==> src/hdl/fbv_pkg.sv <==
// Shared types and constants of the frustum bounding volume cull block.
// Depends on nothing; every other file but fbv_if imports it.
package fbv_pkg;

	// Plane coefficient slot width, fixed by the register packing
	localparam int COEF_W     = 16;
	localparam int NUM_PLANES = 6;
	localparam int CFG_DATA_W = 4 * COEF_W;
	localparam int CFG_IDX_W  = 3;

	// Register indexes of the configuration port
	typedef enum logic [CFG_IDX_W-1:0] {
		PLANE_NEAR   = 3'd0,
		PLANE_FAR    = 3'd1,
		PLANE_LEFT   = 3'd2,
		PLANE_RIGHT  = 3'd3,
		PLANE_TOP    = 3'd4,
		PLANE_BOTTOM = 3'd5
	} plane_idx_t;

	// Volume test commands
	localparam logic CMD_SPHERE = 1'b0;
	localparam logic CMD_BOX    = 1'b1;

	// One plane register, a in the low slot, d in the high slot
	typedef struct packed {
		logic signed [COEF_W-1:0] d;
		logic signed [COEF_W-1:0] c;
		logic signed [COEF_W-1:0] b;
		logic signed [COEF_W-1:0] a;
	} plane_t;

	// Per-stage advance enables of the pipeline
	typedef struct packed {
		logic s1;
		logic s2;
		logic s3;
	} stage_en_t;

endpackage

==> src/hdl/fbv_plane_unit.sv <==
// Product stage for one plane: picks the corner or center, multiplies by
// a, b, c and forms the offset term. Depends on fbv_pkg.
module fbv_plane_unit #(
	parameter int CW = 16,
	parameter int BW = 18
) (
	input  logic                  clk,
	input  logic                  en,
	input  fbv_pkg::plane_t       plane,
	input  logic                  command,
	input  logic signed [CW-1:0]  lo_x,
	input  logic signed [CW-1:0]  lo_y,
	input  logic signed [CW-1:0]  lo_z,
	input  logic signed [CW-1:0]  hi_x,
	input  logic signed [CW-1:0]  hi_y,
	input  logic signed [CW-1:0]  hi_z,
	input  logic [CW-2:0]         radius,
	output logic signed [fbv_pkg::COEF_W+CW-1:0] prod_x_s2,
	output logic signed [fbv_pkg::COEF_W+CW-1:0] prod_y_s2,
	output logic signed [fbv_pkg::COEF_W+CW-1:0] prod_z_s2,
	output logic signed [BW-1:0]  bias_s2
);
	import fbv_pkg::*;

	logic signed [CW-1:0] sel_x, sel_y, sel_z;
	logic signed [BW-1:0] bias;

	// Box: take max coordinate for a non-negative coefficient, min otherwise.
	// Sphere: take the center.
	function automatic logic signed [CW-1:0] pick(
		input logic                 is_box,
		input logic                 neg,
		input logic signed [CW-1:0] lo,
		input logic signed [CW-1:0] hi
	);
		logic lo_gt;
		lo_gt = (lo > hi);
		if (!is_box) begin
			pick = lo;
		end else if (neg) begin
			pick = lo_gt ? hi : lo;
		end else begin
			pick = lo_gt ? lo : hi;
		end
	endfunction

	always_comb begin
		sel_x = pick(command == CMD_BOX, plane.a[COEF_W-1], lo_x, hi_x);
		sel_y = pick(command == CMD_BOX, plane.b[COEF_W-1], lo_y, hi_y);
		sel_z = pick(command == CMD_BOX, plane.c[COEF_W-1], lo_z, hi_z);
	end

	// Fold the sphere radius into d; the shift by the fraction bits comes later
	always_comb begin
		bias = {{(BW-COEF_W){plane.d[COEF_W-1]}}, plane.d};
		if (command == CMD_SPHERE) begin
			bias = bias + $signed({{(BW-CW+1){1'b0}}, radius});
		end
	end

	// Register the products and the offset term
	always_ff @(posedge clk) begin
		if (en) begin
			prod_x_s2 <= plane.a * sel_x;
			prod_y_s2 <= plane.b * sel_y;
			prod_z_s2 <= plane.c * sel_z;
			bias_s2   <= bias;
		end
	end

endmodule

==> config.mk <==
export PLATFORM = sky130hd
export DESIGN_NAME = fbv_plane_unit
export DESIGN_NICKNAME = d
export VERILOG_FILES = /design/src/hdl/fbv_pkg.sv /design/src/hdl/fbv_plane_unit.sv
export SDC_FILE = /design/constraint.sdc
export NUM_CORES = 2
export LEC_CHECK = 0
export BUFFER_PORTS_ARGS = -buffer_cell sky130_fd_sc_hd__buf_4
export CAP_MARGIN = 20
export CORE_MARGIN = 8
export CORE_UTILIZATION = 38
export CTS_CLUSTER_SIZE = 28
export DETAILED_ROUTE_END_ITERATION = 7
export GPL_ROUTABILITY_DRIVEN = 0
export PLACE_DENSITY = 0.52
export SLEW_MARGIN = 40
export SYNTH_ARGS = -nofsm -noshare
export SYNTH_HDL_FRONTEND = slang
export SYNTH_SLANG_ARGS = --single-unit
==> constraint.sdc <==
create_clock -name clk -period 11.8 [get_ports clk]
set_input_delay 2.36 -clock clk [delete_from_list [all_inputs] [get_ports clk]]
set_output_delay 2.36 -clock clk [all_outputs]
set_load 0.005 [all_outputs]
==> results.cfg <==
[sta]
hold_viol = 0
period_needed_ns = 10.98
setup_viol = 0
tightest_slew_ns = 0.818
maxSlewViolCount = 0
fin_tns_setup_ns = 0
fin_crit_sh_pct = 93.1
fmax_mhz = 91.0
rsz0062_at_grt = false
slew_headroom_pct = 44.9
timing.hold.ws_ns = 2.14

[worst_setup_path]
critPathRequiredTime_ns = 12.16
crit_path_top_delay_cell = and3_4
cp-start-kind = primary input
end_kind = flip-flop
path_max_fanout = 42
cp_data_arrival_time_ns = 11.35
worstSetupPathType = primary input to flip-flop
max_stage_delay_ns = 0.64

[cells_and_area]
syn_to_final_growth_pct = 9.39
n_fill_cell = 11600
final_nets = 6385
register_area_um2 = 3390
drive_gt1_share_pct = 13.3
multiInputGateArea_um2 = 35900

[logic_synthesis]
synth.area.top_cells = fa_1 36%, ha_1 8.8%, nand2_1 8.5%
synth_area_um2 = 44100
yosysUniqueCellTypes = 70
synth_flop_cell = edfxtp_1
synth.top_cell.area_share_pct = 35.7
synth-seq-cells = 113
synth_seq_area_share_pct = 7.69
async_flop_share_pct = 0
synth_edf_count = 113
yosysTopAreaCell = fa_1
synthCells = 5063
yosysWarnings = 0
syn_avg_cell_area_um2 = 8.71
syn_nets = 6337

[cts]
cts_hold_buf = 0
ctsHtreeMaxLevel = 4
cts_root_buffer = clkbuf_16
cts_setup_buffers = 0
numCtsBuffers = 17
cts_buffer_depth = 2
cts_tree = done
post_cts_resized = 0
cts_sinks = 113
path_clk_slew_ns = 0.07

[outcome]
status = completed

[hold_path]
worstHoldPathCells = 3
hold_path_end = bias_s2[6]$_DFFE_PP_
min-delay-start = plane[54]
hold_path_class = primary input to flip-flop

[drt]
antenna_left = 0
wl_um = 139000
vias_per_cell = 5.24
drc = 0
drtIter0Drc = 2196
vias = 34800
avgRoutedWirePerCell_um = 20.9
drt_pass1_iterations = 7

[job]
drv_cap = 0

[grt]
grt_max_degree = 49
antenna_found_initial = 8
track_usage_pct = 21.9
overflow = 0
grt_pass1_wl_um = 217000
grt_pass1_vias = 36100

[die]
pin_count = 292
die_height_um = 357
start_util_pct = 38.2
core_um2 = 116000
die-area_um2 = 127000
fp.dieW_um = 357
rows = 125

[placed_design]
dpl.hpwl_um = 109000
io_buffers = 291
==> final cells by class <==
| type | instances | share of cell area [%] |
|---|---|---|
| antenna | 2 | 0.0104 |
| clock buffer | 19 | 0.897 |
| clock inverter | 13 | 0.335 |
| inverter | 917 | 7.14 |
| multi-input combinational | 3675 | 74.4 |
| sequential | 113 | 7.03 |
| tap | 1524 | 3.95 |
| timing repair buffer | 387 | 6.19 |
==> worst max path at each step <==
stage | start | end | slack [ns] | cells past startpoint
after floorplan | hi_z[3] | prod_z_s2[31]$_DFFE_PP_ | 0.91 | 30
after global placement | hi_y[9] | prod_y_s2[25]$_DFFE_PP_ | 0.54 | 30
after detailed placement | hi_y[9] | prod_y_s2[25]$_DFFE_PP_ | 0.42 | 31
after CTS | hi_y[9] | prod_y_s2[23]$_DFFE_PP_ | 0.98 | 31
after global routing | hi_y[15] | prod_y_s2[23]$_DFFE_PP_ | 0.28 | 32
final | hi_y[15] | prod_y_s2[23]$_DFFE_PP_ | 0.82 | 32
==> layer usage <==
metal	vias up	track usage [%]	wire, um
met2	987	34.8	63400
met4	8	5.26	3090
met3	152	4.29	8660
met1	17600	30.9	63700
met5	-	0	52
li1	16100	-	-
==> Yosys cell counts, types with 9 or more instances <==
cell	n
a211oi_1	27
o211ai_1	14
edfxtp_1	113
ha_1	309
a21o_1	31
a21bo_2	17
mux2_4	29
nor3_1	38
a21boi_0	104
o21a_1	54
buf_2	35
nor4_1	9
xor2_1	27
o21ai_0	167
nor2_1	87
nor2b_1	20
nand2_1	995
and4_1	13
fa_1	787
a21oi_1	93
inv_1	916
nand3_1	29
a31oi_1	21
o31ai_1	18
and3_1	15
buf_1	28
mux2_2	196
and2_1	12
mux2i_1	290
xnor2_1	71
nand4_1	46
nand2b_1	54
clkbuf_1	290
o21bai_1	13
==> cell usage in the layout, fill, tap and decap left out, types with 6 or more instances in the layout <==
cell / synthesis / layout
a211oi_1: 27 / 27
a21bo_2: 17 / 17
a21boi_0: 104 / 104
a21o_1: 31 / 31
a21oi_1: 93 / 92
a31oi_1: 21 / 19
and2_1: 12 / 12
and3_1: 15 / 14
and4_1: 13 / 13
buf_12: 0 / 6
buf_4: 1 / 380
clkbuf_16: 0 / 17
edfxtp_1: 113 / 113
fa_1: 787 / 787
ha_1: 309 / 309
inv_1: 916 / 916
mux2_2: 196 / 196
mux2_4: 29 / 29
mux2i_1: 290 / 289
nand2_1: 995 / 995
nand2b_1: 54 / 54
nand3_1: 29 / 29
nand4_1: 46 / 46
nor2_1: 87 / 87
nor2b_1: 20 / 20
nor3_1: 38 / 37
nor4_1: 9 / 8
o2111ai_1: 7 / 7
o211ai_1: 14 / 14
o21a_1: 54 / 54
o21ai_0: 167 / 164
o21bai_1: 13 / 13
o31ai_1: 18 / 16
or3_1: 7 / 7
or4_1: 8 / 8
xnor2_1: 71 / 71
xor2_1: 27 / 27
==> cell families (layout without fill, tap and decap cells) <==
group,count (synthesis),count (layout),share of synthesized area [%]
AOI/OAI and AO/OA,616,616,9.24
xor gates and xnor gates,98,98,1.95
adders and majority gates,1096,1096,44.5
buffers and inverters,1275,1336,11.0
DFF,113,113,7.69
muxes,516,516,12.6
other,0,2,0
and+or+nand+nor,1349,1349,13.0
==> flip-flops by register name, indices dropped and copies added (netlist names) <==
name       count
prod_x_s2     32
prod_y_s2     32
prod_z_s2     32
bias_s2       17
==> metrics by stage <==
stage | utilization, % | setup slack [ns] | instances | instance area [um2]
after detailed placement | 41.2 | 0.416 | 6616 | 47600
after CTS | 41.7 | 0.979 | 6648 | 48200
after global placement | 41.2 | 0.540 | 6616 | 47600
after global routing | 41.7 | 0.276 | 6648 | 48200
after floorplan | - | 0.912 | 5063 | 44100
final | 41.7 | 0.816 | 6650 | 48200
==> worst max-delay path: cells and delay by family <==
kind            cells  cell delay [ns]
mux                 1             0.37
fa+ha+maj           8             3.63
compound gates      6             1.53
simple gates        7             2.10
buf+inv            10             1.33
Power is left out: the tool's default activity adds up to more than one toggle a clock period on the data nets, which glitch-free logic cannot reach.
