<file path="config.mk">
export PLATFORM = sky130hd
export DESIGN_NAME = fbv_plane_regs
export DESIGN_NICKNAME = d
export VERILOG_FILES = /design/src/hdl/fbv_pkg.sv /design/src/hdl/fbv_plane_regs.sv
export SDC_FILE = /design/constraint.sdc
export NUM_CORES = 1
export LEC_CHECK = 0
export CAP_MARGIN = 10
export CORE_MARGIN = 8
export CORE_UTILIZATION = 45
export DETAILED_ROUTE_END_ITERATION = 16
export DONT_BUFFER_PORTS = 1
export GPL_ROUTABILITY_DRIVEN = 0
export PLACE_DENSITY = 0.73
export SLEW_MARGIN = 20
export SYNTH_ARGS = -nofsm -noshare
export SYNTH_HDL_FRONTEND = slang
export SYNTH_SLANG_ARGS = --single-unit
</file>
<file path="constraint.sdc">
create_clock -name clk -period 0.8 [get_ports clk]
set_clock_uncertainty 0.1 [all_clocks]
set_input_delay 0.24 -clock clk [delete_from_list [all_inputs] [get_ports clk]]
set_output_delay 0.24 -clock clk [all_outputs]
set_load 0.1 [all_outputs]
</file>
<file path="src/hdl/fbv_pkg.sv">
// Shared types and constants of the frustum bounding volume cull block.
// Depends on nothing; every other file but fbv_if imports it.
package fbv_pkg;

	// Plane coefficient slot width, fixed by the register packing
	localparam int COEF_W     = 16;
	localparam int NUM_PLANES = 6;
	localparam int CFG_DATA_W = 4 * COEF_W;
	localparam int CFG_IDX_W  = 3;

	// Register indexes of the configuration port
	typedef enum logic [CFG_IDX_W-1:0] {
		PLANE_NEAR   = 3'd0,
		PLANE_FAR    = 3'd1,
		PLANE_LEFT   = 3'd2,
		PLANE_RIGHT  = 3'd3,
		PLANE_TOP    = 3'd4,
		PLANE_BOTTOM = 3'd5
	} plane_idx_t;

	// Volume test commands
	localparam logic CMD_SPHERE = 1'b0;
	localparam logic CMD_BOX    = 1'b1;

	// One plane register, a in the low slot, d in the high slot
	typedef struct packed {
		logic signed [COEF_W-1:0] d;
		logic signed [COEF_W-1:0] c;
		logic signed [COEF_W-1:0] b;
		logic signed [COEF_W-1:0] a;
	} plane_t;

	// Per-stage advance enables of the pipeline
	typedef struct packed {
		logic s1;
		logic s2;
		logic s3;
	} stage_en_t;

endpackage

</file>
<file path="src/hdl/fbv_plane_regs.sv">
// Six plane registers written through the plain configuration port.
// Depends on fbv_pkg.
module fbv_plane_regs (
	input  logic                           clk,
	input  logic                           arst_n,
	input  logic                           cfg_we,
	input  logic [fbv_pkg::CFG_IDX_W-1:0]  cfg_index,
	input  logic [fbv_pkg::CFG_DATA_W-1:0] cfg_data,
	output fbv_pkg::plane_t                planes [fbv_pkg::NUM_PLANES]
);
	import fbv_pkg::*;

	plane_t planes_q [NUM_PLANES];

	// Store a word to its plane; indexes past the last plane are dropped
	always_ff @(posedge clk or negedge arst_n) begin
		if (!arst_n) begin
			for (int i = 0; i < NUM_PLANES; i++) begin
				planes_q[i] <= '0;
			end
		end else if (cfg_we && (cfg_index < CFG_IDX_W'(NUM_PLANES))) begin
			planes_q[cfg_index] <= plane_t'(cfg_data);
		end
	end

	assign planes = planes_q;

endmodule

</file>
==> impl_metrics.py, run 1 <==
metrics = {
    "status": {
        "status": "finished with violations",
        "failed_checks": "hold timing, setup timing",
    },
    "hold_path": {
        "min_path_type": "input pin to async pin",
    },
    "placed_design": {
        "port_buffer_cells": 0,
        "dp_hpwl_mm": 36.1,
    },
    "pwr": {
        "sw_frac_of_total_pct": 45.9,
        "intPower_mw": 64.9,
        "power_switching_mw": 55.0,
        "power_leakage_nw": 13.1,
        "seq_power_share_pct": 27.4,
        "worst_ir_drop_vdd_mv": 3.34,
        "p_per_area_nw_per_um2": 4020,
        "share_comb_of_total_power_pct": 55.0,
        "pwr-share-clk_pct": 17.6,
    },
    "timing": {
        "finalWorstPathRequiredPeriod_ps": 1610,
        "timing.final.max_slew_violations": 0,
        "grt_setup_unrepaired": "yes",
        "timing.fmax_mhz": 620,
        "final-hold-violation-count": 384,
        "fin_tns_setup_ps": -393110,
        "setup-violations-final": 835,
        "maxSlewHeadroom_pct": 2.33,
        "tightest_slew_ps": 1470,
        "layout_setup_ws_ps": -813,
        "final_min_period_over_clock_period_pct": 202,
        "worst_slack_on_hold_paths_ps": -725,
    },
    "yosys": {
        "yosys_reg_bits": 384,
        "post_synth.cell_area_avg_um2": 18.8,
        "synth.yosys.warnings": 0,
        "synthesized_netlist_cell_count": 816,
        "synthDistinctLibCells": 10,
        "ys_seq_area_share_pct": 62.6,
        "mappedNetlistArea_um2": 15300,
        "synthesis.nets": 886,
    },
    "worst_setup_path": {
        "crit_type": "register to output port",
        "crit-reg2reg-launch": "planes[51]",
        "worst_setup_path_start_kind": "register",
        "cpMaxStageDelayCell": "sky130_fd_sc_hd__dfrtp_4",
        "crit_arrival_ps": 1270,
        "worst-path-buf-inv": 1,
        "stage_delay_of_the_slowest_cell_on_the_critical_path_ps": 520,
        "crit_start": "planes[248]",
        "cp_top_family": "flip-flops",
        "timing.critical_path.to_type": "output port",
        "timing.critical_path.required_ps": 460,
        "cp_cell_sequence": "buf_12",
        "critical_path_peak_fanout": 2,
    },
    "floorplan": {
        "floorplan.die.width_um": 201,
        "core_area_um2": 33500,
        "total_i_o_pin_count": 454,
        "die_area_um2": 40300,
        "placement_rows": 67,
        "die_height_um": 201,
        "floorplan.initialDensity_pct": 45.8,
    },
    "cts": {
        "ctsHoldBuffers": 64,
        "cts_made_buffers": 43,
        "clock_path_buffers": 3,
        "clk_root_buffer_cell": "sky130_fd_sc_hd__clkbuf_16",
        "clock-sinks": 384,
        "insertion_delay_ps": 550,
        "ctsHtreeMaxLevel": 2,
        "cts_tree": "done",
        "clkTransAtPathRegs_ps": 70,
    },
    "layout": {
        "drive_gt1_share_pct": 95.1,
        "fin_nets": 1558,
        "largest_reg_flops": 384,
        "synthToLayoutAreaGrowth_pct": 94.4,
        "finish.utilization_pct": 89.0,
        "fillerInstances": 984,
    },
    "routing": {
        "vias": 10673,
        "post_drt_via_cell_ratio": 5.41,
        "detail_route.wl_per_cell_um": 35.2,
        "drt-pass1-iter-count": 5,
        "detail_route.drc_violations": 0,
        "totalWireLength_mm": 69.4,
        "postRouteAntennaNets": 0,
        "drt_iter0_markers": 758,
    },
    "grt": {
        "antenna_found_initial": 6,
        "pin_count_of_the_biggest_net_entering_global_routing": 385,
        "global_route.overflow_total": 0,
        "grt_use_total_pct": 30.6,
        "vias_in_the_first_global_route": 11713,
        "grt_first_pass_wirelength_mm": 91.3,
    },
    "flow_run": {
        "max_cap_violations": 0,
    },
}
kinds of logic after synthesis:
group,after synthesis,synth area share [%]
muxes,384,32.8
DFF,384,62.6
buffers and inverters,42,4.08
and+or+nand+nor,6,0.457
cells in the final DEF (no fill, tap or decap), types with 4 or more instances in the layout:
master	instances
sky130_fd_sc_hd__clkbuf_8	15
sky130_fd_sc_hd__dlygate4sd3_1	64
sky130_fd_sc_hd__dfrtp_4	384
sky130_fd_sc_hd__buf_6	182
sky130_fd_sc_hd__clkinv_2	5
sky130_fd_sc_hd__clkbuf_1	8
sky130_fd_sc_hd__diode_2	4
sky130_fd_sc_hd__buf_4	20
sky130_fd_sc_hd__mux2_2	5
sky130_fd_sc_hd__clkbuf_16	43
sky130_fd_sc_hd__mux2_4	379
sky130_fd_sc_hd__buf_12	403
area by class of cell:
type | instances | area, µm² | share of cell area (%)
diodes | 4 | 10.0 | 0.0336
clock buffers | 66 | 1310 | 4.40
clock inverters | 12 | 149 | 0.499
multi-input cells | 390 | 5840 | 19.6
flip-flops and latches | 384 | 11100 | 37.0
well taps | 448 | 561 | 1.88
repair buffers | 669 | 10900 | 36.6
layer usage:
metal | vias to the layer above | track usage, % | share of wire, %
li1 | 4217 | - | -
met1 | 5728 | 33.6 | 35
met2 | 532 | 53.8 | 52
met3 | 192 | 8.13 | 6.5
met4 | 4 | 15.7 | 6.3
met5 | - | 0 | 0.033
synth_stat cells:
| cell type | n | area, µm² |
|---|---|---|
| sky130_fd_sc_hd__and4bb_1 | 3 | 37.5 |
| sky130_fd_sc_hd__buf_12 | 24 | 480 |
| sky130_fd_sc_hd__buf_2 | 2 | 10.0 |
| sky130_fd_sc_hd__buf_4 | 12 | 90.1 |
| sky130_fd_sc_hd__buf_6 | 4 | 45.0 |
| sky130_fd_sc_hd__dfrtp_1 | 384 | 9610 |
| sky130_fd_sc_hd__mux2_2 | 194 | 2180 |
| sky130_fd_sc_hd__mux2_4 | 190 | 2850 |
| sky130_fd_sc_hd__nand4b_1 | 2 | 17.5 |
| sky130_fd_sc_hd__nor4b_2 | 1 | 15.0 |
path summary, 6_finish.rpt:
| check | end | slack (ps) | depth (start not counted) |
|---|---|---|---|
| worst max-delay path | planes[248] | -810 | 1 |
| worst min-delay path | planes[205] | -720 | 0 |
| worst max register to register | planes[51] | -450 | 3 |
| worst min register to register | planes[44] | 490 | 1 |
| max in group asynchronous | planes[147] | -50 | 0 |
| min in group clk | planes[211] | 80 | 2 |
power groups by stage:
stage          clock network (mW)  registers [mW]  logic, mW
6_report                     21.1            32.9       65.9
5_1_grt                      22.1            33.2       66.8
3_3_place_gp                    0            31.6       58.0
2_1_floorplan                   0            61.3       5.79
4_1_cts                      20.7            32.0       62.6
3_5_place_dp                    0            32.1       58.8
timing repair:
item,in CTS,in global routing
resized for setup,183,172
endpoints found under the setup margin,768,768
buffers inserted,96,140
cloned,0,0
hold endpoints to repair,768,384
metrics by stage:
stage	power, mW	setup WS [ps]	hold slack, ps	area (µm²)	instances
after CTS	115	-817	-748	28700	1883
after global routing	122	-832	-751	29800	1973
after floorplan	67.1	-585	-156	17100	816
after global placement	89.6	-695	-145	25200	1645
after detailed placement	90.9	-736	-146	25200	1645
final	120	-813	-725	29800	1973
(Power assumes the default switching activity.)
==> run 2: changes to the inputs <==
--- a/config.mk
+++ b/config.mk
@@ -11,6 +11,7 @@
 export DETAILED_ROUTE_END_ITERATION = 16
 export DONT_BUFFER_PORTS = 1
 export GPL_ROUTABILITY_DRIVEN = 0
+export HOLD_SLACK_MARGIN = 0.15
 export PLACE_DENSITY = 0.73
 export SLEW_MARGIN = 20
 export SYNTH_ARGS = -nofsm -noshare
==> constraint.sdc (replaced) <==
create_clock -name clk -period 1.3 [get_ports clk]
set_clock_uncertainty 0.1 [all_clocks]
set_input_delay 0.13 -clock clk [delete_from_list [all_inputs] [get_ports clk]]
set_output_delay 0.13 -clock clk [all_outputs]
set_load 0.1 [all_outputs]
==> impl_metrics.py, run 2 (synthesis results as in run 1) <==
metrics = {
    "status": {
        "failed_checks": "hold timing, setup timing",
        "status": "finished with violations",
    },
    "cts": {
        "clock-sinks": 384,
        "clock_path_buffers": 3,
        "cts_made_buffers": 42,
        "insertion_delay_ps": 530,
        "clkTransAtPathRegs_ps": 60,
        "ctsHtreeMaxLevel": 2,
        "cts_tree": "done",
        "clk_root_buffer_cell": "sky130_fd_sc_hd__clkbuf_16",
    },
    "grt": {
        "grt_first_pass_wirelength_mm": 80.6,
        "global_route.overflow_total": 0,
        "pin_count_of_the_biggest_net_entering_global_routing": 385,
        "vias_in_the_first_global_route": 11355,
        "grt_use_total_pct": 26.1,
        "antenna_found_initial": 3,
    },
    "floorplan": {
        "core_area_um2": 33500,
        "floorplan.initialDensity_pct": 45.8,
        "total_i_o_pin_count": 454,
        "die_area_um2": 40300,
        "placement_rows": 67,
        "floorplan.die.width_um": 201,
        "die_height_um": 201,
    },
    "layout": {
        "fillerInstances": 1347,
        "synthToLayoutAreaGrowth_pct": 78.4,
        "most-common-layout-cells": "393 x sky130_fd_sc_hd__buf_12, 384 x sky130_fd_sc_hd__dfrtp_2, 194 x sky130_fd_sc_hd__mux2_2",
        "final_area_um2": 27400,
        "drive_gt1_share_pct": 94.8,
        "layout.cells.most_common": "sky130_fd_sc_hd__buf_12",
        "multiInputGateArea_um2": 5130,
        "largest_reg_flops": 384,
        "finish.utilization_pct": 81.6,
        "final_cells": 1965,
        "final-seq-area_um2": 10100,
        "fin_nets": 1551,
    },
    "pwr": {
        "intPower_mw": 36.9,
        "share_comb_of_total_power_pct": 54.8,
        "pwr-share-clk_pct": 18.4,
        "p_per_area_nw_per_um2": 2550,
        "power_switching_mw": 32.8,
        "power_leakage_nw": 12.0,
        "sw_frac_of_total_pct": 47.1,
        "power.total_mw": 69.7,
        "worst_ir_drop_vdd_mv": 2.19,
        "seq_power_share_pct": 26.8,
    },
    "timing": {
        "fin_tns_setup_ps": -26820,
        "tightest_slew_ps": 608,
        "grt_setup_unrepaired": "yes",
        "setup-violations-final": 391,
        "maxSlewHeadroom_pct": 59.5,
        "timing.final.max_slew_violations": 0,
        "timing.fmax_mhz": 675,
        "finalWorstPathRequiredPeriod_ps": 1480,
        "final-hold-violation-count": 384,
        "final_min_period_over_clock_period_pct": 114,
        "layout_setup_ws_ps": -182,
        "worst_slack_on_hold_paths_ps": -802,
    },
    "worst_setup_path": {
        "crit_arrival_ps": 1790,
        "critical_path.reg2reg.endpoint": "planes[196]",
        "rr_worst_depth": 3,
        "worst_setup_path_start_kind": "input pin",
        "critical_path_peak_fanout": 6,
        "timing.critical_path.to_type": "register",
        "crit_type": "input pin to register",
        "reg2reg_setup_slack_ps": 90,
        "crit_start": "cfg_index[1]",
        "crit-reg2reg-launch": "planes[196]",
        "timing.critical_path.required_ps": 1600,
    },
    "flow_run": {
        "max_cap_violations": 0,
    },
    "routing": {
        "detail_route.wl_per_cell_um": 32.3,
        "post_drt_via_cell_ratio": 5.36,
        "drt_iter0_markers": 590,
        "detail_route.drc_violations": 0,
        "drt-pass1-iter-count": 4,
        "totalWireLength_mm": 63.4,
        "postRouteAntennaNets": 0,
        "vias": 10539,
    },
    "hold_path": {
        "min_path_type": "input pin to async pin",
    },
    "placed_design": {
        "dpl.cell_count": 1664,
        "port_buffer_cells": 0,
        "placedInstanceArea_um2": 19300,
        "dp_hpwl_mm": 29.1,
        "place_worst_setup_slack_ps": -99.0,
    },
}
run 2: cell types whose count changed in the layout (fill, tap and decap cells not counted), sizes merged, moves of 2 or more:
cell	change
buf	-13
clkbuf	-3
clkinv	+5
dlygate4sd3	+4
dlymetal6s4s	+2
run 2: per-layer routing:
layer	share of wire, %	global-route usage (%)	wire (µm)	vias up
li1	-	-	-	4213
met3	6.6	8.07	4200	192
met1	36	29.3	22800	5598
met2	51	44.5	32500	536
met4	6.1	13.7	3890	0
met5	0	0	0	-
run 2: how the worst max path moves through the flow:
| stage | end | slack (ps) | depth (start not counted) |
|---|---|---|---|
| detailed placement | planes[207] | -100 | 3 |
| global route | planes[124] | -150 | 1 |
| finish | planes[72] | -180 | 4 |
| global placement | planes[207] | -90 | 3 |
| CTS | planes[342] | -130 | 1 |
| floorplan | planes[330] | 20 | 4 |
run 2: what timing repair did:
action | CTS | global route
hold buffers | 71 | 2
gates cloned | 0 | 1
setup buffers | 60 | 90
setup endpoints to repair | 384 | 432
endpoints found under the hold margin | 768 | 488
gates resized for setup | 881 | 257
run 2: critical path, cell delays in order:
cell	delay, ps
sky130_fd_sc_hd__and4bb_4	350
sky130_fd_sc_hd__buf_12	140
sky130_fd_sc_hd__dlygate4sd3_1	800
sky130_fd_sc_hd__mux2_4	360
run 2: final cells by class:
class | instances | share of cell area, %
timing repair buffer | 663 | 37.0
sequential | 384 | 36.9
multi-input combinational | 390 | 18.7
clock buffer | 62 | 4.75
tap | 448 | 2.05
clock inverter | 15 | 0.585
antenna | 3 | 0.0274
run 2: power by group through the flow:
stage / clock (mW) / combinational, mW / sequential (mW)
after global placement: 0 / 28.4 / 16.7
after global routing: 13.4 / 38.7 / 18.8
after floorplan: 0 / 3.31 / 36.2
after CTS: 12.6 / 34.7 / 17.8
final: 12.8 / 38.2 / 18.7
after detailed placement: 0 / 28.6 / 16.8
